File: config.mk
export PLATFORM = sky130hd
export DESIGN_NAME = at_response_line_classifier_flat
export DESIGN_NICKNAME = d
export VERILOG_FILES = /design/src/rtl/arlc_pkg.sv /design/src/rtl/arlc_in_if.sv /design/src/rtl/arlc_out_if.sv /design/src/rtl/at_response_line_classifier.sv /design/src/flat_wrapper.sv
export SDC_FILE = /design/constraint.sdc
export NUM_CORES = 1
export LEC_CHECK = 0
export BUFFER_PORTS_ARGS = -buffer_cell sky130_fd_sc_hd__buf_4
export CORE_MARGIN = 4
export CORE_UTILIZATION = 35
export CTS_CLUSTER_DIAMETER = 30
export DETAILED_ROUTE_END_ITERATION = 10
export GPL_TIMING_DRIVEN = 0
export PLACE_DENSITY_LB_ADDON = 0.05
export SKIP_CTS_REPAIR_TIMING = 1
export SYNTH_ARGS = -nofsm -noshare
export SYNTH_HDL_FRONTEND = slang
export SYNTH_SLANG_ARGS = --single-unit
File: constraint.sdc
create_clock -name clk -period 5.8 [get_ports clk]
set_input_delay 0 -clock clk [delete_from_list [all_inputs] [get_ports clk]]
set_output_delay 0 -clock clk [all_outputs]
set_load 0.005 [all_outputs]
File: src/rtl/arlc_pkg.sv
`default_nettype none
// ----------------------------------------------------------------------------
// Reply line classifier package
// Shared constants, codes and keyword-matching helpers for the modem reply
// line classifier.
// ----------------------------------------------------------------------------
package arlc_pkg;

	// Defaults for the top-level parameters.
	localparam int BUFFER_BYTES_DEF = 128;
	localparam int MAX_LINES_DEF    = 8;

	// Register reset values.
	localparam logic [3:0] LINE_LIMIT_RESET    = 4'd8;
	localparam logic [7:0] TIMEOUT_TICKS_RESET = 8'd200;

	// Register decode: the registers are word aligned, so bit 2 of the
	// address picks one of the two.
	localparam int   REG_SEL_BIT        = 2;
	localparam logic REG_IDX_LINE_LIMIT = 1'b0;
	localparam logic REG_IDX_TIMEOUT    = 1'b1;

	// Special characters.
	localparam logic [7:0] CH_CR     = 8'h0D;
	localparam logic [7:0] CH_LF     = 8'h0A;
	localparam logic [7:0] CH_PROMPT = 8'h3E;

	// Input item kinds.
	typedef enum logic [1:0] {
		MODE_BYTE    = 2'd0,
		MODE_TICK    = 2'd1,
		MODE_RESTART = 2'd2
	} mode_t;

	// Result verdicts; ok, error and fail share their codes with the keyword
	// match codes below.
	typedef enum logic [2:0] {
		V_PENDING = 3'd0,
		V_OK      = 3'd1,
		V_ERROR   = 3'd2,
		V_FAIL    = 3'd3,
		V_PROMPT  = 3'd4,
		V_TIMEOUT = 3'd5
	} verdict_t;

	// Line framing phases.
	typedef enum logic [1:0] {
		PH_IDLE = 2'd0,
		PH_TEXT = 2'd1,
		PH_END  = 2'd2
	} phase_t;

	// Keyword match code meaning no keyword.
	localparam logic [1:0] NO_WORD = 2'd0;

	// Keyword table: OK, ERROR and FAIL, padded with zeros to eight places.
	localparam int KW_NUM = 3;
	localparam logic [7:0] KW_TEXT [KW_NUM][8] = '{
		'{8'h4F, 8'h4B, 8'h00, 8'h00, 8'h00, 8'h00, 8'h00, 8'h00},
		'{8'h45, 8'h52, 8'h52, 8'h4F, 8'h52, 8'h00, 8'h00, 8'h00},
		'{8'h46, 8'h41, 8'h49, 8'h4C, 8'h00, 8'h00, 8'h00, 8'h00}
	};
	localparam logic [2:0] KW_LEN [KW_NUM] = '{3'd2, 3'd5, 3'd4};

	// Drop every keyword that the byte at position pos does not continue.
	function automatic logic [KW_NUM-1:0] kw_feed(
		input logic [KW_NUM-1:0] alive,
		input logic [2:0]        pos,
		input logic [7:0]        b
	);
		logic [KW_NUM-1:0] res;
		res = alive;
		for (int k = 0; k < KW_NUM; k++) begin
			if (!((pos < KW_LEN[k]) && (KW_TEXT[k][pos] == b))) begin
				res[k] = 1'b0;
			end
		end
		return res;
	endfunction

	// Code of the first keyword that the text so far matches completely, or 0.
	function automatic logic [1:0] kw_full(
		input logic [KW_NUM-1:0] alive,
		input logic [2:0]        len
	);
		logic [1:0] code;
		code = NO_WORD;
		for (int k = KW_NUM - 1; k >= 0; k--) begin
			if (alive[k] && (len == KW_LEN[k])) begin
				code = 2'(k + 1);
			end
		end
		return code;
	endfunction

endpackage
`default_nettype wire

File: src/rtl/arlc_in_if.sv
`default_nettype none
// ----------------------------------------------------------------------------
// Reply classifier input channel
// Valid/ready channel carrying one received byte, poll tick or restart.
// ----------------------------------------------------------------------------
interface arlc_in_if;

	logic       valid;
	logic       ready;
	logic [1:0] mode;
	logic [7:0] data_byte;

	modport source (output valid, output mode, output data_byte, input ready);
	modport sink   (input valid, input mode, input data_byte, output ready);

endinterface
`default_nettype wire

File: src/rtl/arlc_out_if.sv
`default_nettype none
// ----------------------------------------------------------------------------
// Reply classifier result channel
// Valid/ready channel carrying the status reported for each input transfer.
// ----------------------------------------------------------------------------
interface arlc_out_if;

	logic       valid;
	logic       ready;
	logic [2:0] verdict;
	logic       line_start_flag;
	logic [3:0] line_count;
	logic [7:0] byte_count;

	modport source (
		output valid, output verdict, output line_start_flag,
		output line_count, output byte_count, input ready
	);
	modport sink (
		input valid, input verdict, input line_start_flag,
		input line_count, input byte_count, output ready
	);

endinterface
`default_nettype wire

File: src/rtl/at_response_line_classifier.sv
`default_nettype none
// ----------------------------------------------------------------------------
// Modem reply line classifier
// Splits a modem reply into CR/LF lines, matches completed lines against
// OK, ERROR and FAIL, and reports prompt and timeout verdicts.
// ----------------------------------------------------------------------------
// The block takes one transfer per clock cycle, back to back, while the result
// register is not stalled, and returns one result per transfer in the next
// cycle. All parsing state is updated from the registered state and the
// incoming transfer; the result register is the only stage, so a new transfer
// is taken whenever the result register is empty or drains in the same cycle.
// The two configuration registers (line limit and timeout ticks) should be
// written only while no transfer is in flight.
module at_response_line_classifier
	import arlc_pkg::*;
#(
	parameter int BUFFER_BYTES = BUFFER_BYTES_DEF,
	parameter int MAX_LINES    = MAX_LINES_DEF
) (
	input  wire logic        clk,
	input  wire logic        arst_n,
	arlc_in_if.sink          byte_ch,
	arlc_out_if.source       result_ch,
	input  wire logic        psel,
	input  wire logic        penable,
	input  wire logic        pwrite,
	input  wire logic [2:0]  paddr,
	input  wire logic [31:0] pwdata,
	output logic      [31:0] prdata,
	output logic             pready
);

	// Configuration registers.
	logic [3:0] line_limit_q;
	logic [7:0] timeout_ticks_q;

	// Parsing state.
	phase_t            phase_q, phase_n;
	logic [3:0]        lines_q, lines_n;
	logic [7:0]        bytes_q, bytes_n;
	logic [7:0]        ticks_q, ticks_n;
	logic [KW_NUM-1:0] alive_q, alive_n;
	logic [2:0]        mlen_q, mlen_n;
	logic              counted_q, counted_n;
	logic [1:0]        pmatch_q, pmatch_n;
	verdict_t          verdict_q, verdict_n;
	logic              start_n;

	// Result stage.
	logic       out_valid_s1;
	logic [2:0] verdict_s1;
	logic       start_s1;
	logic [3:0] lines_s1;
	logic [7:0] bytes_s1;

	logic       in_accept;
	logic       cfg_write;
	logic [3:0] eff_limit;
	logic [7:0] b;

	// Handshake: take a transfer when the result register is free or draining.
	assign byte_ch.ready = !out_valid_s1 || result_ch.ready;
	assign in_accept     = byte_ch.valid && byte_ch.ready;
	assign b             = byte_ch.data_byte;

	// Configuration port.
	assign pready    = 1'b1;
	assign cfg_write = psel && penable && pwrite;
	assign prdata    = (paddr[REG_SEL_BIT] == REG_IDX_TIMEOUT) ?
		{24'd0, timeout_ticks_q} : {28'd0, line_limit_q};

	always_ff @(posedge clk or negedge arst_n) begin
		if (!arst_n) begin
			line_limit_q    <= LINE_LIMIT_RESET;
			timeout_ticks_q <= TIMEOUT_TICKS_RESET;
		end else if (cfg_write) begin
			if (paddr[REG_SEL_BIT] == REG_IDX_TIMEOUT) begin
				timeout_ticks_q <= pwdata[7:0];
			end else begin
				line_limit_q <= pwdata[3:0];
			end
		end
	end

	// A limit above the line capacity acts as the capacity.
	assign eff_limit = (line_limit_q > 4'(MAX_LINES)) ? 4'(MAX_LINES) : line_limit_q;

	// Next-state logic for the framing machine, matcher and counters.
	always_comb begin
		phase_n   = phase_q;
		lines_n   = lines_q;
		bytes_n   = bytes_q;
		ticks_n   = ticks_q;
		alive_n   = alive_q;
		mlen_n    = mlen_q;
		counted_n = counted_q;
		pmatch_n  = pmatch_q;
		verdict_n = verdict_q;
		start_n   = 1'b0;

		case (mode_t'(byte_ch.mode))
			MODE_RESTART: begin
				phase_n   = PH_IDLE;
				lines_n   = 4'd0;
				bytes_n   = 8'd0;
				ticks_n   = 8'd0;
				alive_n   = '1;
				mlen_n    = 3'd0;
				counted_n = 1'b0;
				pmatch_n  = NO_WORD;
				verdict_n = V_PENDING;
			end
			MODE_TICK: begin
				if (verdict_q == V_PENDING) begin
					if (ticks_q >= timeout_ticks_q) begin
						verdict_n = V_TIMEOUT;
					end else begin
						ticks_n = ticks_q + 8'd1;
					end
				end
			end
			MODE_BYTE: begin
				if (bytes_q < 8'(BUFFER_BYTES)) begin
					bytes_n = bytes_q + 8'd1;
					case (phase_q)
						PH_IDLE: begin
							if (lines_q < eff_limit) begin
								if (b != CH_CR) begin
									lines_n   = lines_q + 4'd1;
									start_n   = 1'b1;
									counted_n = 1'b1;
									alive_n   = kw_feed('1, 3'd0, b);
									mlen_n    = 3'd1;
									phase_n   = PH_TEXT;
								end else begin
									counted_n = 1'b0;
									pmatch_n  = NO_WORD;
									alive_n   = '0;
									mlen_n    = 3'd0;
									phase_n   = PH_END;
								end
							end
						end
						PH_TEXT: begin
							if (b == CH_CR) begin
								pmatch_n = kw_full(alive_q, mlen_q);
								phase_n  = PH_END;
							end
							alive_n = kw_feed(alive_q, mlen_q, b);
							mlen_n  = (mlen_q < 3'd7) ? mlen_q + 3'd1 : mlen_q;
						end
						default: begin
							// Line ending: LF closes the line, other bytes go on.
							if (b == CH_LF) begin
								if (counted_q && (pmatch_q != NO_WORD) &&
									(verdict_q == V_PENDING)) begin
									verdict_n = verdict_t'({1'b0, pmatch_q});
								end
								phase_n   = PH_IDLE;
								counted_n = 1'b0;
								pmatch_n  = NO_WORD;
							end else begin
								if (b != CH_CR) begin
									phase_n = PH_TEXT;
								end
								alive_n = kw_feed(alive_q, mlen_q, b);
								mlen_n  = (mlen_q < 3'd7) ? mlen_q + 3'd1 : mlen_q;
							end
						end
					endcase
					if ((b == CH_PROMPT) && (verdict_n == V_PENDING)) begin
						verdict_n = V_PROMPT;
					end
				end
			end
			default: begin
				// Unused mode: nothing changes.
			end
		endcase
	end

	// Framing phase register.
	always_ff @(posedge clk or negedge arst_n) begin
		if (!arst_n) begin
			phase_q <= PH_IDLE;
		end else if (in_accept) begin
			phase_q <= phase_n;
		end
	end

	// Counters, matcher and verdict registers.
	always_ff @(posedge clk or negedge arst_n) begin
		if (!arst_n) begin
			lines_q   <= 4'd0;
			bytes_q   <= 8'd0;
			ticks_q   <= 8'd0;
			alive_q   <= '1;
			mlen_q    <= 3'd0;
			counted_q <= 1'b0;
			pmatch_q  <= NO_WORD;
			verdict_q <= V_PENDING;
		end else if (in_accept) begin
			lines_q   <= lines_n;
			bytes_q   <= bytes_n;
			ticks_q   <= ticks_n;
			alive_q   <= alive_n;
			mlen_q    <= mlen_n;
			counted_q <= counted_n;
			pmatch_q  <= pmatch_n;
			verdict_q <= verdict_n;
		end
	end

	// Result register: valid flag.
	always_ff @(posedge clk or negedge arst_n) begin
		if (!arst_n) begin
			out_valid_s1 <= 1'b0;
		end else if (in_accept) begin
			out_valid_s1 <= 1'b1;
		end else if (result_ch.ready) begin
			out_valid_s1 <= 1'b0;
		end
	end

	// Result register: payload.
	always_ff @(posedge clk) begin
		if (in_accept) begin
			verdict_s1 <= verdict_n;
			start_s1   <= start_n;
			lines_s1   <= lines_n;
			bytes_s1   <= bytes_n;
		end
	end

	assign result_ch.valid           = out_valid_s1;
	assign result_ch.verdict         = verdict_s1;
	assign result_ch.line_start_flag = start_s1;
	assign result_ch.line_count      = lines_s1;
	assign result_ch.byte_count      = bytes_s1;

	// A given verdict holds until a restart transfer.
	a_verdict_sticky: assert property (@(posedge clk) disable iff (!arst_n)
		(in_accept && (verdict_q != V_PENDING) &&
			(byte_ch.mode != MODE_RESTART)) |=> $stable(verdict_q))
		else $error("verdict changed without restart");

	// Line and byte counters stay within their capacities.
	a_counts_bounded: assert property (@(posedge clk) disable iff (!arst_n)
		(lines_q <= 4'(MAX_LINES)) && (bytes_q <= 8'(BUFFER_BYTES)))
		else $error("line or byte count beyond capacity");

	// A stalled result is not lost.
	a_result_held: assert property (@(posedge clk) disable iff (!arst_n)
		(out_valid_s1 && !result_ch.ready) |=> out_valid_s1)
		else $error("stalled result dropped");

	// A reported line start always comes with a nonzero line count.
	a_start_counted: assert property (@(posedge clk) disable iff (!arst_n)
		(out_valid_s1 && start_s1) |-> (lines_s1 != 4'd0))
		else $error("line start reported with zero line count");

endmodule
`default_nettype wire
File: src/flat_wrapper.sv
// flat-port wrapper written by rule: the top's interface ports become plain ports
module at_response_line_classifier_flat import arlc_pkg::*;
#(
	parameter int BUFFER_BYTES = BUFFER_BYTES_DEF,
	parameter int MAX_LINES    = MAX_LINES_DEF
)
  (clk, arst_n, psel, penable, pwrite, paddr, pwdata, prdata, pready, byte_ch_valid, byte_ch_mode, byte_ch_data_byte, byte_ch_ready, result_ch_valid, result_ch_verdict, result_ch_line_start_flag, result_ch_line_count, result_ch_byte_count, result_ch_ready);
  arlc_in_if byte_ch_i ();
  arlc_out_if result_ch_i ();
  input  wire logic clk;
  input  wire logic arst_n;
  input  wire logic psel;
  input  wire logic penable;
  input  wire logic pwrite;
  input  wire logic [2:0] paddr;
  input  wire logic [31:0] pwdata;
  output logic      [31:0] prdata;
  output logic pready;
  input wire logic [$bits(byte_ch_i.valid)-1:0] byte_ch_valid;
  input wire logic [$bits(byte_ch_i.mode)-1:0] byte_ch_mode;
  input wire logic [$bits(byte_ch_i.data_byte)-1:0] byte_ch_data_byte;
  output wire logic [$bits(byte_ch_i.ready)-1:0] byte_ch_ready;
  output wire logic [$bits(result_ch_i.valid)-1:0] result_ch_valid;
  output wire logic [$bits(result_ch_i.verdict)-1:0] result_ch_verdict;
  output wire logic [$bits(result_ch_i.line_start_flag)-1:0] result_ch_line_start_flag;
  output wire logic [$bits(result_ch_i.line_count)-1:0] result_ch_line_count;
  output wire logic [$bits(result_ch_i.byte_count)-1:0] result_ch_byte_count;
  input wire logic [$bits(result_ch_i.ready)-1:0] result_ch_ready;
  assign byte_ch_i.valid = byte_ch_valid;
  assign byte_ch_i.mode = byte_ch_mode;
  assign byte_ch_i.data_byte = byte_ch_data_byte;
  assign byte_ch_ready = byte_ch_i.ready;
  assign result_ch_valid = result_ch_i.valid;
  assign result_ch_verdict = result_ch_i.verdict;
  assign result_ch_line_start_flag = result_ch_i.line_start_flag;
  assign result_ch_line_count = result_ch_i.line_count;
  assign result_ch_byte_count = result_ch_i.byte_count;
  assign result_ch_i.ready = result_ch_ready;
  at_response_line_classifier #(.BUFFER_BYTES(BUFFER_BYTES), .MAX_LINES(MAX_LINES)) u_core (.clk(clk), .arst_n(arst_n), .byte_ch(byte_ch_i), .result_ch(result_ch_i), .psel(psel), .penable(penable), .pwrite(pwrite), .paddr(paddr), .pwdata(pwdata), .prdata(prdata), .pready(pready));
endmodule
==> results of run 1 <==
==> worst max-delay path, cell delays in order (launching register included) <==
cell	delay, ns
sky130_fd_sc_hd__dfrtp_1	0.46
sky130_fd_sc_hd__ha_1	0.34
sky130_fd_sc_hd__a211oi_1	0.24
sky130_fd_sc_hd__o21ai_1	0.12
sky130_fd_sc_hd__a211oi_2	0.45
sky130_fd_sc_hd__nand3_1	0.29
sky130_fd_sc_hd__or4_1	0.57
sky130_fd_sc_hd__nand3_1	0.09
==> final cells by class <==
type                            instances  area [µm²]
Fill cell                            1101        6271
Multi-Input combinational cell        324        2136
Sequential cell                        63        1665
Timing Repair Buffer                   58       460.4
Buffer                                 40       254.0
Clock buffer                           10       229.0
Tap cell                              143       178.9
Inverter                               24       90.09
Clock inverter                          6       85.08
==> power breakdown <==
| group | internal, mW | switching, mW | total [mW] | leakage [nW] |
|---|---|---|---|---|
| logic | 0.265 | 0.276 | 0.542 | 1.42 |
| registers | 0.559 | 0.101 | 0.660 | 0.751 |
| clock network | 0.375 | 0.206 | 0.581 | 0.148 |
==> synthesized netlist by cell type, types with 2 or more instances <==
library cell | count | area (µm²)
sky130_fd_sc_hd__mux2_2 | 25 | 281.5
sky130_fd_sc_hd__o211ai_1 | 5 | 37.54
sky130_fd_sc_hd__nor2b_1 | 4 | 25.02
sky130_fd_sc_hd__a22o_1 | 10 | 87.58
sky130_fd_sc_hd__conb_1 | 2 | 7.510
sky130_fd_sc_hd__o21a_1 | 2 | 15.01
sky130_fd_sc_hd__o41ai_1 | 3 | 26.28
sky130_fd_sc_hd__xnor2_1 | 7 | 61.31
sky130_fd_sc_hd__o31ai_1 | 3 | 22.52
sky130_fd_sc_hd__or4b_1 | 2 | 20.02
sky130_fd_sc_hd__inv_1 | 23 | 86.33
sky130_fd_sc_hd__or4_1 | 3 | 22.52
sky130_fd_sc_hd__a31oi_1 | 2 | 12.51
sky130_fd_sc_hd__nor3_1 | 9 | 45.04
sky130_fd_sc_hd__mux2i_1 | 4 | 40.04
sky130_fd_sc_hd__a221o_1 | 2 | 20.02
sky130_fd_sc_hd__buf_4 | 25 | 187.7
sky130_fd_sc_hd__nand2b_1 | 8 | 50.05
sky130_fd_sc_hd__nand2_1 | 59 | 221.5
sky130_fd_sc_hd__nor3b_1 | 2 | 15.01
sky130_fd_sc_hd__nand3b_1 | 7 | 52.55
sky130_fd_sc_hd__o22ai_1 | 3 | 18.77
sky130_fd_sc_hd__a211oi_2 | 2 | 25.02
sky130_fd_sc_hd__dfrtp_1 | 40 | 1001
sky130_fd_sc_hd__clkbuf_1 | 12 | 45.04
sky130_fd_sc_hd__dfstp_2 | 7 | 183.9
sky130_fd_sc_hd__and3_1 | 3 | 18.77
sky130_fd_sc_hd__nor2_1 | 23 | 86.33
sky130_fd_sc_hd__o311ai_0 | 2 | 17.52
sky130_fd_sc_hd__or3_1 | 3 | 18.77
sky130_fd_sc_hd__edfxtp_1 | 16 | 480.5
sky130_fd_sc_hd__ha_1 | 24 | 300.3
sky130_fd_sc_hd__o21ai_1 | 2 | 10.01
sky130_fd_sc_hd__a21oi_1 | 6 | 30.03
sky130_fd_sc_hd__nand3_1 | 24 | 120.1
sky130_fd_sc_hd__and2_1 | 5 | 31.28
sky130_fd_sc_hd__nand4b_1 | 2 | 17.52
sky130_fd_sc_hd__a211oi_1 | 3 | 22.52
sky130_fd_sc_hd__xor2_1 | 3 | 26.28
sky130_fd_sc_hd__nand4_1 | 7 | 43.79
sky130_fd_sc_hd__o21ai_0 | 15 | 75.07
==> final timing paths <==
| check | to | slack [ns] | from | cells past startpoint |
|---|---|---|---|---|
| max reg2reg | u_core.ticks_q[6]$_DFFE_PN0P_ | 3.18 | u_core.ticks_q[2]$_DFFE_PN0P_ | 7 |
| min in group asynchronous | u_core.ticks_q[4]$_DFFE_PN0P_ | 0.24 | arst_n | 2 |
| min reg2reg | u_core.alive_q[1]$_DFFE_PN1P_ | 0.50 | u_core.alive_q[1]$_DFFE_PN1P_ | 2 |
| max in group asynchronous | u_core.pmatch_q[1]$_DFFE_PN0P_ | 5.12 | arst_n | 2 |
| max | u_core.ticks_q[6]$_DFFE_PN0P_ | 3.18 | u_core.ticks_q[2]$_DFFE_PN0P_ | 7 |
| min | u_core.result_ch.valid$_DFFE_PN0P_ | 0.05 | result_ch_ready | 3 |
==> state kept, by name (all words and copies together) (netlist names) <==
register and count:
u_core.lines_q 4, u_core.result_ch.byte_count 8, u_core.ticks_q 8, u_core.mlen_q 3, u_core.result_ch.line_count 4, u_core.pmatch_q 2
u_core.result_ch.line_start_flag 1, u_core.result_ch.valid 1, u_core.phase_q 2, u_core.verdict_q 3, u_core.alive_q 3, u_core.counted_q 1
u_core.line_limit_q 4, u_core.bytes_q 8, u_core.result_ch.verdict 3, u_core.timeout_ticks_q 8
==> kinds of logic after synthesis <==
logic type | after synthesis
AND/OR/NAND/NOR | 166
AO/OA/AOI/OAI | 70
buffers and inverters | 64
flip-flops | 63
multiplexers | 29
adder cells (fa/ha/maj) | 24
XOR/XNOR | 10
other | 2
==> per-stage QoR <==
step | power (mW) | std cells
floorplan | 1.032 | 451
global route | 1.910 | 668
global placement | 1.196 | 642
finish | 1.782 | 668
CTS | 1.791 | 658
detailed placement | 1.207 | 642
==> layer usage <==
layer | up-vias | wire (µm)
li1 | 1671 | -
met3 | 10 | 479
met2 | 73 | 4565
met1 | 1580 | 4623
met5 | - | 0
met4 | 0 | 129
==> out/summary.log, run 1 <==
INFO  run_status     run_status=finished, final reports clean
INFO  floorplan      core_area=0.01137mm²
INFO  global_route   gr-max-usage-layer=met2
INFO  clocking       clk_pin_slew=0.06ns
INFO  placement      port-buffer-count=48
INFO  synth          post_synthesis_async_set_or_reset_flop_share=74.60%
INFO  clocking       cts_max_path_buffers=2
INFO  route          drt-wirelength-per-cell=14.66µm
INFO  route          drcViolationCount=0
INFO  layout         layout-drive-gt1-share=24.38%
INFO  clocking       cts_root_buffer=sky130_fd_sc_hd__clkbuf_16
INFO  synth          synth_sequential_area_ratio=41.03%
INFO  synth          syn-cell-area=0.004059mm²
INFO  layout         layout.nets=596
INFO  global_route   initial_antenna_violation_count=0
INFO  sta            final.min_clock_period=2.623ns
INFO  placement      detailedPlace.worstSlack=3.184ns
INFO  floorplan      rows=39
INFO  synth          synth.ff_latch_count=63
INFO  clocking       tritoncts.num_buffers=9
INFO  sta            final_critical_path_share_of_the_clock_period=45.22%
INFO  synth          post_synth_mux_area_share=7.922%
INFO  synth          area_fraction_in_compound_gates_after_synthesis=12.52%
INFO  run            drv.max_cap_violation_count=0
INFO  route          antenna_violating_nets_post_route=0
INFO  clocking       tritoncts=yes
INFO  layout         final_design_area_no_fill=0.005099mm²
INFO  layout         layout_commonest_cell=sky130_fd_sc_hd__buf_4
INFO  sta            worst_pin_slew=1.284ns
INFO  synth          synthXorXnorAreaFrac=2.158%
INFO  route          num_vias=3334
INFO  sta            finalSetupViolations=0
INFO  sta            fin_worst_skew=0.006389ns
INFO  synth          postSynthCellCount=428
INFO  critical_path  worstSetupPathType=flip-flop to flip-flop
INFO  sta            grt_setup_unrepaired=no
INFO  clocking       clock_latency_on_the_worst_skew_pair=0.34ns
INFO  route          drtPass1Iterations=4
INFO  placement      dp_hpwl=7.270mm
INFO  route          dr.first_iter.drc_count=148
INFO  layout         finalCoreUtilization=44.84%
INFO  layout         synthToLayoutAreaGrowth=25.62%
INFO  global_route   grtUsageMet2=24.31%
INFO  floorplan      design.portCount=103
INFO  global_route   global_route.usage.met3=3.916%
INFO  synth          synthSimpleGateAreaFrac=20.31%
INFO  synth          synth_warnings=0
INFO  critical_path  critical_path.startpoint_type=flip-flop
INFO  global_route   grt_pass1_vias=3219
INFO  pwr            worst_ir_drop_vdd=0.1692mV
INFO  floorplan      floorplan.initialDensity=35.70%
INFO  critical_path  crit_fanout=7
INFO  pwr            leakage=2.322nW
INFO  synth          main_combinational_cell_family_by_area_after_synthesis=simple AND/OR/NAND/NOR gates
INFO  synth          netlist-cell-type-count=60
INFO  sta            final_hold_viol_count=0
INFO  synth          syn_avg_cell_area=9.483µm²
INFO  global_route   pin_count_of_the_biggest_net_entering_global_routing=48
INFO  synth          post_synth_adder_cell_area=7.398%
INFO  synth          synth-edff-count=16
INFO  critical_path  end_kind=flip-flop
INFO  floorplan      die_area=0.01338mm²
INFO  global_route   grt_overflow_total=0
INFO  placement      gp_congestion=0.8507
INFO  sta            max_freq=381.3MHz
INFO  sta            hold_ws=0.05286ns
INFO  layout         final_cell_mix=73 x sky130_fd_sc_hd__buf_4, 59 x sky130_fd_sc_hd__nand2_1, 40 x sky130_fd_sc_hd__dfrtp_1
INFO  clocking       clkSinkCount=63
INFO  critical_path  critical_path_required=6.07ns
INFO  sta            slew_headroom=14.41%
INFO  route          sum_of_routed_wire_length_over_all_layers=9.796mm
INFO  synth          synth_flop_cell=sky130_fd_sc_hd__dfrtp_1
INFO  clocking       cts.htree.levels=3
INFO  route          vias_per_cell=4.991
INFO  hold_path      worstHoldPathType=primary input to flip-flop
INFO  critical_path  cp_data_arrival_time=2.89ns
INFO  floorplan      die-width=115.7µm
INFO  placement      detailed_place.area=0.004684mm²
INFO  sta            tns=0ns
INFO  floorplan      die-height=115.7µm
INFO  global_route   global_route_wire_length_before_repair=16.18mm
INFO  global_route   globalRouteMet1Util=20.64%
INFO  sta            final_critical_path_setup_slack=3.177ns
INFO  sta            finalMaxSlewViolations=0
INFO  layout         antenna_cells_inserted=0
INFO  global_route   grtUsageTotal=15.33%
INFO  pwr            power.density=349.5mW/mm²
Note: power is estimated with default switching activity, not from simulation.
==> inputs of run 2 (changes only) <==
clock period = 2.5 ns   (was 5.8 ns; I/O delays follow)
==> run 2 against run 1 <==
Compared with the run above: design area grew 0.64%; combinational power grew 140%; sequential share of layout area shrank 0.18 points; sequential power grew 130%; global-route usage is the same; critical endpoint unchanged.
==> out/summary.log, run 2 (synthesized netlist as in run 1, its figures left out) <==
INFO  run_status     run_status=finished, final reports clean [unchanged]
INFO  sta            finalSetupViolations=0 [unchanged]
INFO  critical_path  end_kind=flip-flop [unchanged]
INFO  sta            final_critical_path_share_of_the_clock_period=95.99% [was 45.22%]
INFO  layout         sequential_cell_area=0.001667mm² [was 0.001665 mm²]
INFO  sta            final_hold_viol_count=0 [unchanged]
INFO  route          antenna_violating_nets_post_route=0 [unchanged]
INFO  placement      dp_hpwl=7.270mm [unchanged]
INFO  clocking       clkSinkCount=63 [unchanged]
INFO  pwr            power_switching_share=32.97% [was 32.72%]
INFO  pwr            power.density=818.1mW/mm² [was 349.5 mW/mm²]
INFO  route          drt-wirelength-per-cell=14.76µm [was 14.66 µm]
INFO  route          drcViolationCount=0 [unchanged]
INFO  pwr            worst_ir_drop_vdd=0.3996mV [was 0.1692 mV]
INFO  route          vias_per_cell=4.993 [was 4.991]
INFO  layout         synthToLayoutAreaGrowth=26.42% [was 25.62%]
INFO  critical_path  critical_path_required=2.77ns [was 6.07 ns]
INFO  route          drtPass1Iterations=5 [was 4]
INFO  global_route   initial_antenna_violation_count=0 [unchanged]
INFO  layout         layout-drive-gt1-share=25.10% [was 24.38%]
INFO  layout         layout.cells.non_filler=669 [was 668]
INFO  pwr            comb_power_share=31.4% [was 30.4%]
INFO  placement      port-buffer-count=48 [unchanged]
INFO  layout         layout_commonest_cell=sky130_fd_sc_hd__buf_4 [unchanged]
INFO  pwr            power_frac_seq=36.6% [was 37.0%]
INFO  clocking       cts.htree.levels=3 [unchanged]
INFO  critical_path  worstSetupPathType=flip-flop to flip-flop [unchanged]
INFO  pwr            switching_power=1.384mW [was 0.5831 mW]
INFO  global_route   grt_overflow_total=0 [unchanged]
INFO  placement      placed_cells_incl_taps=642 [unchanged]
INFO  clocking       cts_root_buffer=sky130_fd_sc_hd__clkbuf_16 [unchanged]
INFO  sta            fin_worst_skew=0.007498ns [was 0.006389 ns]
INFO  floorplan      die_area=0.01338mm² [unchanged]
INFO  layout         antenna_cells_inserted=0 [unchanged]
INFO  route          sum_of_routed_wire_length_over_all_layers=9.874mm [was 9.796 mm]
INFO  critical_path  cp_data_arrival_time=2.67ns [was 2.89 ns]
INFO  sta            slew_headroom=13.35% [was 14.41%]
INFO  critical_path  crit_fanout=7 [unchanged]
INFO  clocking       clock_latency_on_the_worst_skew_pair=0.34ns [about the same]
INFO  sta            final.min_clock_period=2.400ns [was 2.623 ns]
INFO  sta            max_freq=416.7MHz [was 381.3 MHz]
INFO  run            drv.max_cap_violation_count=0 [unchanged]
INFO  clocking       cts_max_path_buffers=2 [unchanged]
INFO  layout         layout.nets=597 [was 596]
INFO  pwr            p_int=2.814mW [was 1.199 mW]
INFO  global_route   grt_pass1_vias=3219 [unchanged]
INFO  floorplan      floorplan.initialDensity=35.70% [unchanged]
INFO  route          dr.first_iter.drc_count=126 [was 148]
INFO  clocking       tritoncts.num_buffers=9 [unchanged]
INFO  layout         final_cell_mix=74 x sky130_fd_sc_hd__buf_4, 59 x sky130_fd_sc_hd__nand2_1, 39 x sky130_fd_sc_hd__dfrtp_1 [was 73 x sky130_fd_sc_hd__buf_4, 59 x sky130_fd_sc_hd__nand2_1, 40 x sky130_fd_sc_hd__dfrtp_1]
INFO  layout         multi_input_area=0.002160mm² [was 0.002136 mm²]
INFO  pwr            clock_power_share=32.1% [was 32.6%]
INFO  floorplan      core_area=0.01137mm² [unchanged]
INFO  pwr            total_power=4.198mW [was 1.782 mW]
INFO  floorplan      design.portCount=103 [unchanged]
INFO  route          num_vias=3340 [was 3334]
INFO  floorplan      die-height=115.7µm [unchanged]
INFO  sta            worst_pin_slew=1.300ns [was 1.284 ns]
INFO  critical_path  critical_path.startpoint_type=flip-flop [unchanged]
INFO  clocking       tritoncts=yes [unchanged]
INFO  global_route   grtUsageTotal=15.33% [unchanged]
INFO  floorplan      rows=39 [unchanged]
INFO  pwr            leakage=2.330nW [was 2.322 nW]
INFO  clocking       clk_pin_slew=0.06ns [about the same]
INFO  global_route   pin_count_of_the_biggest_net_entering_global_routing=48 [unchanged]
INFO  layout         fill_cells=1103 [was 1101]
INFO  floorplan      die-width=115.7µm [unchanged]
INFO  sta            finalMaxSlewViolations=0 [unchanged]
INFO  sta            grt_setup_unrepaired=no [unchanged]
INFO  layout         finalCoreUtilization=45.13% [was 44.84%]
INFO  placement      gp_congestion=0.8507 [unchanged]
INFO  critical_path  reg2reg_setup_slack=0.10ns [was 3.18 ns]
INFO  hold_path      worstHoldPathType=primary input to flip-flop [unchanged]
INFO  global_route   global_route_wire_length_before_repair=16.18mm [unchanged]
==> run 2: changes by cell type in the layout (fill, tap and decap cells not counted), sizes merged <==
cell	change
buf	+1
==> run 2: power by group through the flow <==
stage          logic (mW)  registers (mW)  clock network (mW)
6_report             1.32            1.54                1.35
5_1_grt              1.49            1.57                1.43
4_1_cts              1.26            1.53                1.37
3_5_place_dp         1.25            1.55                   0
3_3_place_gp         1.23            1.54                   0
2_1_floorplan       0.923            1.47                   0
==> run 2: final timing paths <==
kind	cells past startpoint	endpoint	from
worst max-delay path	7	u_core.ticks_q[6]$_DFFE_PN0P_	u_core.ticks_q[2]$_DFFE_PN0P_
worst min-delay path	3	u_core.result_ch.valid$_DFFE_PN0P_	result_ch_ready
worst max register to register	7	u_core.ticks_q[6]$_DFFE_PN0P_	u_core.ticks_q[2]$_DFFE_PN0P_
worst min register to register	2	u_core.alive_q[1]$_DFFE_PN1P_	u_core.alive_q[1]$_DFFE_PN1P_
max in group asynchronous	2	u_core.ticks_q[2]$_DFFE_PN0P_	arst_n
min in group asynchronous	2	u_core.ticks_q[4]$_DFFE_PN0P_	arst_n
==> run 2: metal layers <==
layer	routed length, µm	track usage [%]
met5	0	0
met2	4562	24.31
met1	4729	20.64
met3	471	3.916
met4	111	4.872
==> run 2: final cells by class <==
type | instances | share of cell area, %
sequential | 63 | 32.48
multi-input combinational | 324 | 42.09
clock inverter | 6 | 1.658
clock buffer | 10 | 4.462
timing repair buffer | 59 | 9.120
tap | 143 | 3.487
inverter | 24 | 1.756
buffer | 40 | 4.950
==> run 2: worst max-delay path, stage by stage, from the launching register on <==
cell	delay (ns)
sky130_fd_sc_hd__dfrtp_2	0.45
sky130_fd_sc_hd__ha_1	0.32
sky130_fd_sc_hd__a211oi_1	0.24
sky130_fd_sc_hd__o21ai_1	0.14
sky130_fd_sc_hd__a211oi_4	0.34
sky130_fd_sc_hd__nand3_2	0.20
sky130_fd_sc_hd__or4_1	0.54
sky130_fd_sc_hd__nand3_1	0.09
==> run 2: metrics by stage <==
step	instance area [µm²]	setup WS [ns]	hold WS (ns)	setup TNS, ns
after floorplan	4145	0.2549	-0.2956	0
after global placement	4684	-0.1044	0.08003	-0.1926
after detailed placement	4684	-0.1157	0.08119	-0.2198
after CTS	4999	-0.1725	-0.2733	-0.3094
after global routing	5131	0.002937	0.1065	0
final	5131	0.1003	0.05443	0
==> inputs of run 3 (changes only) <==
PLACE_DENSITY = 0.62   (was default)
PLACE_DENSITY_LB_ADDON = default   (was 0.05)
==> run 3 against run 2 <==
Compared with the run above: largest power group unchanged; final cell count increased by 0.45%; flip-flop and latch count unchanged; critical endpoint is now u_core.ticks_q[4]$_DFFE_PN0P_; critical path type unchanged; non-clock buffer count increased by 4; maximum frequency increased by 0.96%; setup slack improved by 0.023 ns.
==> out/summary.log, run 3 (synthesized netlist as in run 1, its figures left out) <==
INFO  layout         layout_commonest_cell=sky130_fd_sc_hd__buf_4 [unchanged]
INFO  critical_path  worst_path_top_cell_family_by_delay=simple AND/OR/NAND/NOR gates [unchanged]
INFO  sta            final_hold_viol_count=0 [unchanged]
INFO  placement      gp_congestion=0.8778 [was 0.8507]
INFO  sta            final_critical_path_setup_slack=0.1232ns [was 0.1003 ns]
INFO  floorplan      die-width=115.7µm [unchanged]
INFO  route          drcViolationCount=0 [unchanged]
INFO  floorplan      rows=39 [unchanged]
INFO  pwr            clock_power_share=27.1% [was 32.1%]
INFO  pwr            leakage=2.328nW [was 2.330 nW]
INFO  pwr            power.density=790.1mW/mm² [was 818.1 mW/mm²]
INFO  clocking       clk_pin_slew=0.05ns [was 0.06 ns]
INFO  sta            slew_headroom=18.65% [was 13.35%]
INFO  floorplan      die_area=0.01338mm² [unchanged]
INFO  critical_path  crit_fanout=7 [unchanged]
INFO  clocking       cts_root_buffer=sky130_fd_sc_hd__clkbuf_16 [unchanged]
INFO  floorplan      die-height=115.7µm [unchanged]
INFO  route          num_vias=3405 [was 3340]
INFO  route          vias_per_cell=5.067 [was 4.993]
INFO  clocking       tritoncts=yes [unchanged]
INFO  global_route   initial_antenna_violation_count=0 [unchanged]
INFO  sta            max_freq=420.7MHz [was 416.7 MHz]
INFO  critical_path  critical_path_buf_inv_count=0 [unchanged]
INFO  critical_path  cp_data_arrival_time=2.63ns [was 2.67 ns]
INFO  global_route   pin_count_of_the_biggest_net_entering_global_routing=48 [unchanged]
INFO  global_route   grtUsageTotal=14.47% [was 15.33%]
INFO  critical_path  cpPeakStageDelay=0.54ns [about the same]
INFO  global_route   grt_pass1_vias=3223 [was 3219]
INFO  critical_path  critical_path.startpoint=u_core.ticks_q[2]$_DFFE_PN0P_ [unchanged]
INFO  critical_path  end_kind=flip-flop [unchanged]
INFO  sta            final.min_clock_period=2.377ns [was 2.400 ns]
INFO  clocking       cts_max_path_buffers=2 [unchanged]
INFO  route          drt-wirelength-per-cell=14.33µm [was 14.76 µm]
INFO  placement      dp_hpwl=7.047mm [was 7.270 mm]
INFO  route          dr.first_iter.drc_count=246 [was 126]
INFO  layout         synthToLayoutAreaGrowth=25.55% [was 26.42%]
INFO  pwr            total_power=4.026mW [was 4.198 mW]
INFO  clocking       clock_latency_on_the_worst_skew_pair=0.33ns [was 0.34 ns]
INFO  sta            finalMaxSlewViolations=0 [unchanged]
INFO  floorplan      floorplan.initialDensity=35.70% [unchanged]
INFO  layout         final_cell_mix=78 x sky130_fd_sc_hd__buf_4, 59 x sky130_fd_sc_hd__nand2_1, 40 x sky130_fd_sc_hd__dfrtp_1 [was 74 x sky130_fd_sc_hd__buf_4, 59 x sky130_fd_sc_hd__nand2_1, 39 x sky130_fd_sc_hd__dfrtp_1]
INFO  layout         layout-drive-gt1-share=25.14% [was 25.10%]
INFO  clocking       cts.htree.levels=3 [unchanged]
INFO  sta            tns=0ns [unchanged]
INFO  global_route   grt_overflow_total=0 [unchanged]
INFO  run            drv.max_cap_violation_count=0 [unchanged]
INFO  critical_path  worstSetupPathType=flip-flop to flip-flop [unchanged]
INFO  clocking       clkSinkCount=63 [unchanged]
INFO  route          drtPass1Iterations=5 [unchanged]
INFO  pwr            worst_ir_drop_vdd=0.3647mV [was 0.3996 mV]
INFO  placement      port-buffer-count=48 [unchanged]
INFO  hold_path      worstHoldPathType=primary input to flip-flop [unchanged]
INFO  clocking       tritoncts.num_buffers=9 [unchanged]
INFO  sta            finalSetupViolations=0 [unchanged]
INFO  pwr            p_int=2.656mW [was 2.814 mW]
INFO  critical_path  reg2reg_from=u_core.ticks_q[2]$_DFFE_PN0P_ [unchanged]
INFO  pwr            power_frac_seq=38.0% [was 36.6%]
INFO  global_route   global_route_wire_length_before_repair=15.45mm [was 16.18 mm]
INFO  pwr            comb_power_share=34.9% [was 31.4%]
INFO  layout         antenna_cells_inserted=0 [unchanged]
INFO  critical_path  cp_cell_sequence=ha_1, a211oi_1, o21ai_1, a211oi_4, nand3_2, or4_1, nand3_1 [unchanged]
INFO  route          sum_of_routed_wire_length_over_all_layers=9.631mm [was 9.874 mm]
INFO  sta            worst_pin_slew=1.220ns [was 1.300 ns]
INFO  pwr            switching_power=1.370mW [was 1.384 mW]
INFO  pwr            power_switching_share=34.02% [was 32.97%]
INFO  floorplan      core_area=0.01137mm² [unchanged]
INFO  placement      detailedPlace.worstSlack=-0.07200ns [was -0.1157 ns]
INFO  route          antenna_violating_nets_post_route=0 [unchanged]
INFO  sta            fin_worst_skew=0.008277ns [was 0.007498 ns]
INFO  layout         layout.nets=601 [was 597]
INFO  critical_path  critical_path_required=2.76ns [was 2.77 ns]
INFO  floorplan      design.portCount=103 [unchanged]
INFO  critical_path  critical_path.startpoint_type=flip-flop [unchanged]
INFO  critical_path  cpMaxStageDelayCell=sky130_fd_sc_hd__or4_1 [unchanged]
INFO  run_status     run_status=finished, final reports clean [unchanged]
INFO  hold_path      hold_path_startpoint=result_ch_ready [unchanged]
INFO  sta            final_critical_path_share_of_the_clock_period=95.07% [was 95.99%]
## run 3: cell types whose count changed in the layout (fill, tap and decap cells not counted), sizes merged
| cell | change |
|---|---|
| buf | +4 |
| bufinv | -2 |
| clkinv | +2 |
| clkinvlp | -1 |
## run 3: final timing paths
| path | endpoint | slack (ns) | depth (start not counted) |
|---|---|---|---|
| max | u_core.ticks_q[4]$_DFFE_PN0P_ | 0.12 | 7 |
| min | u_core.result_ch.valid$_DFFE_PN0P_ | 0.06 | 3 |
| max reg2reg | u_core.ticks_q[4]$_DFFE_PN0P_ | 0.12 | 7 |
| min reg2reg | u_core.alive_q[1]$_DFFE_PN1P_ | 0.49 | 2 |
| max in group asynchronous | u_core.pmatch_q[0]$_DFFE_PN0P_ | 1.84 | 2 |
| min in group asynchronous | u_core.ticks_q[4]$_DFFE_PN0P_ | 0.24 | 2 |
## run 3: worst min-delay path: stages
cell,delay (ns)
sky130_fd_sc_hd__buf_4,0.07
sky130_fd_sc_hd__nand2b_1,0.19
sky130_fd_sc_hd__nand2b_1,0.07
## run 3: power by group through the flow
stage / combinational [mW] / sequential [mW] / clock [mW]
final: 1.40 / 1.53 / 1.09
after global routing: 1.57 / 1.56 / 1.16
after CTS: 1.27 / 1.53 / 1.11
after detailed placement: 1.26 / 1.54 / 0
after global placement: 1.21 / 1.53 / 0
after floorplan: 0.923 / 1.47 / 0
## run 3: per-layer routing
metal | share of wire [%] | track usage (%) | vias to the layer above
met5 | 0 | 0 | -
met4 | 1.2 | 5.104 | 0
met3 | 5.2 | 3.029 | 11
met2 | 50 | 24.88 | 95
met1 | 44 | 18.05 | 1622
li1 | - | - | 1677
## run 3: area by class of cell
type,instances,area [µm²]
fill,1098,6274
timing repair buffer,63,498.0
multi-input combinational,324,2155
inverter,24,90.09
tap,143,178.9
clock buffer,10,229.0
sequential,63,1665
clock inverter,5,26.28
buffer,40,254.0
## run 3: through the flow
step | hold WS (ns) | cells | util, % | cell area, µm²
5_1_grt | 0.08095 | 672 | 44.82 | 5096
2_1_floorplan | -0.2956 | 451 | - | 4145
4_1_cts | -0.2814 | 657 | 43.45 | 4940
6_report | 0.05823 | 672 | 44.82 | 5096
3_5_place_dp | 0.06572 | 642 | 41.20 | 4684
3_3_place_gp | 0.06614 | 642 | 41.20 | 4684
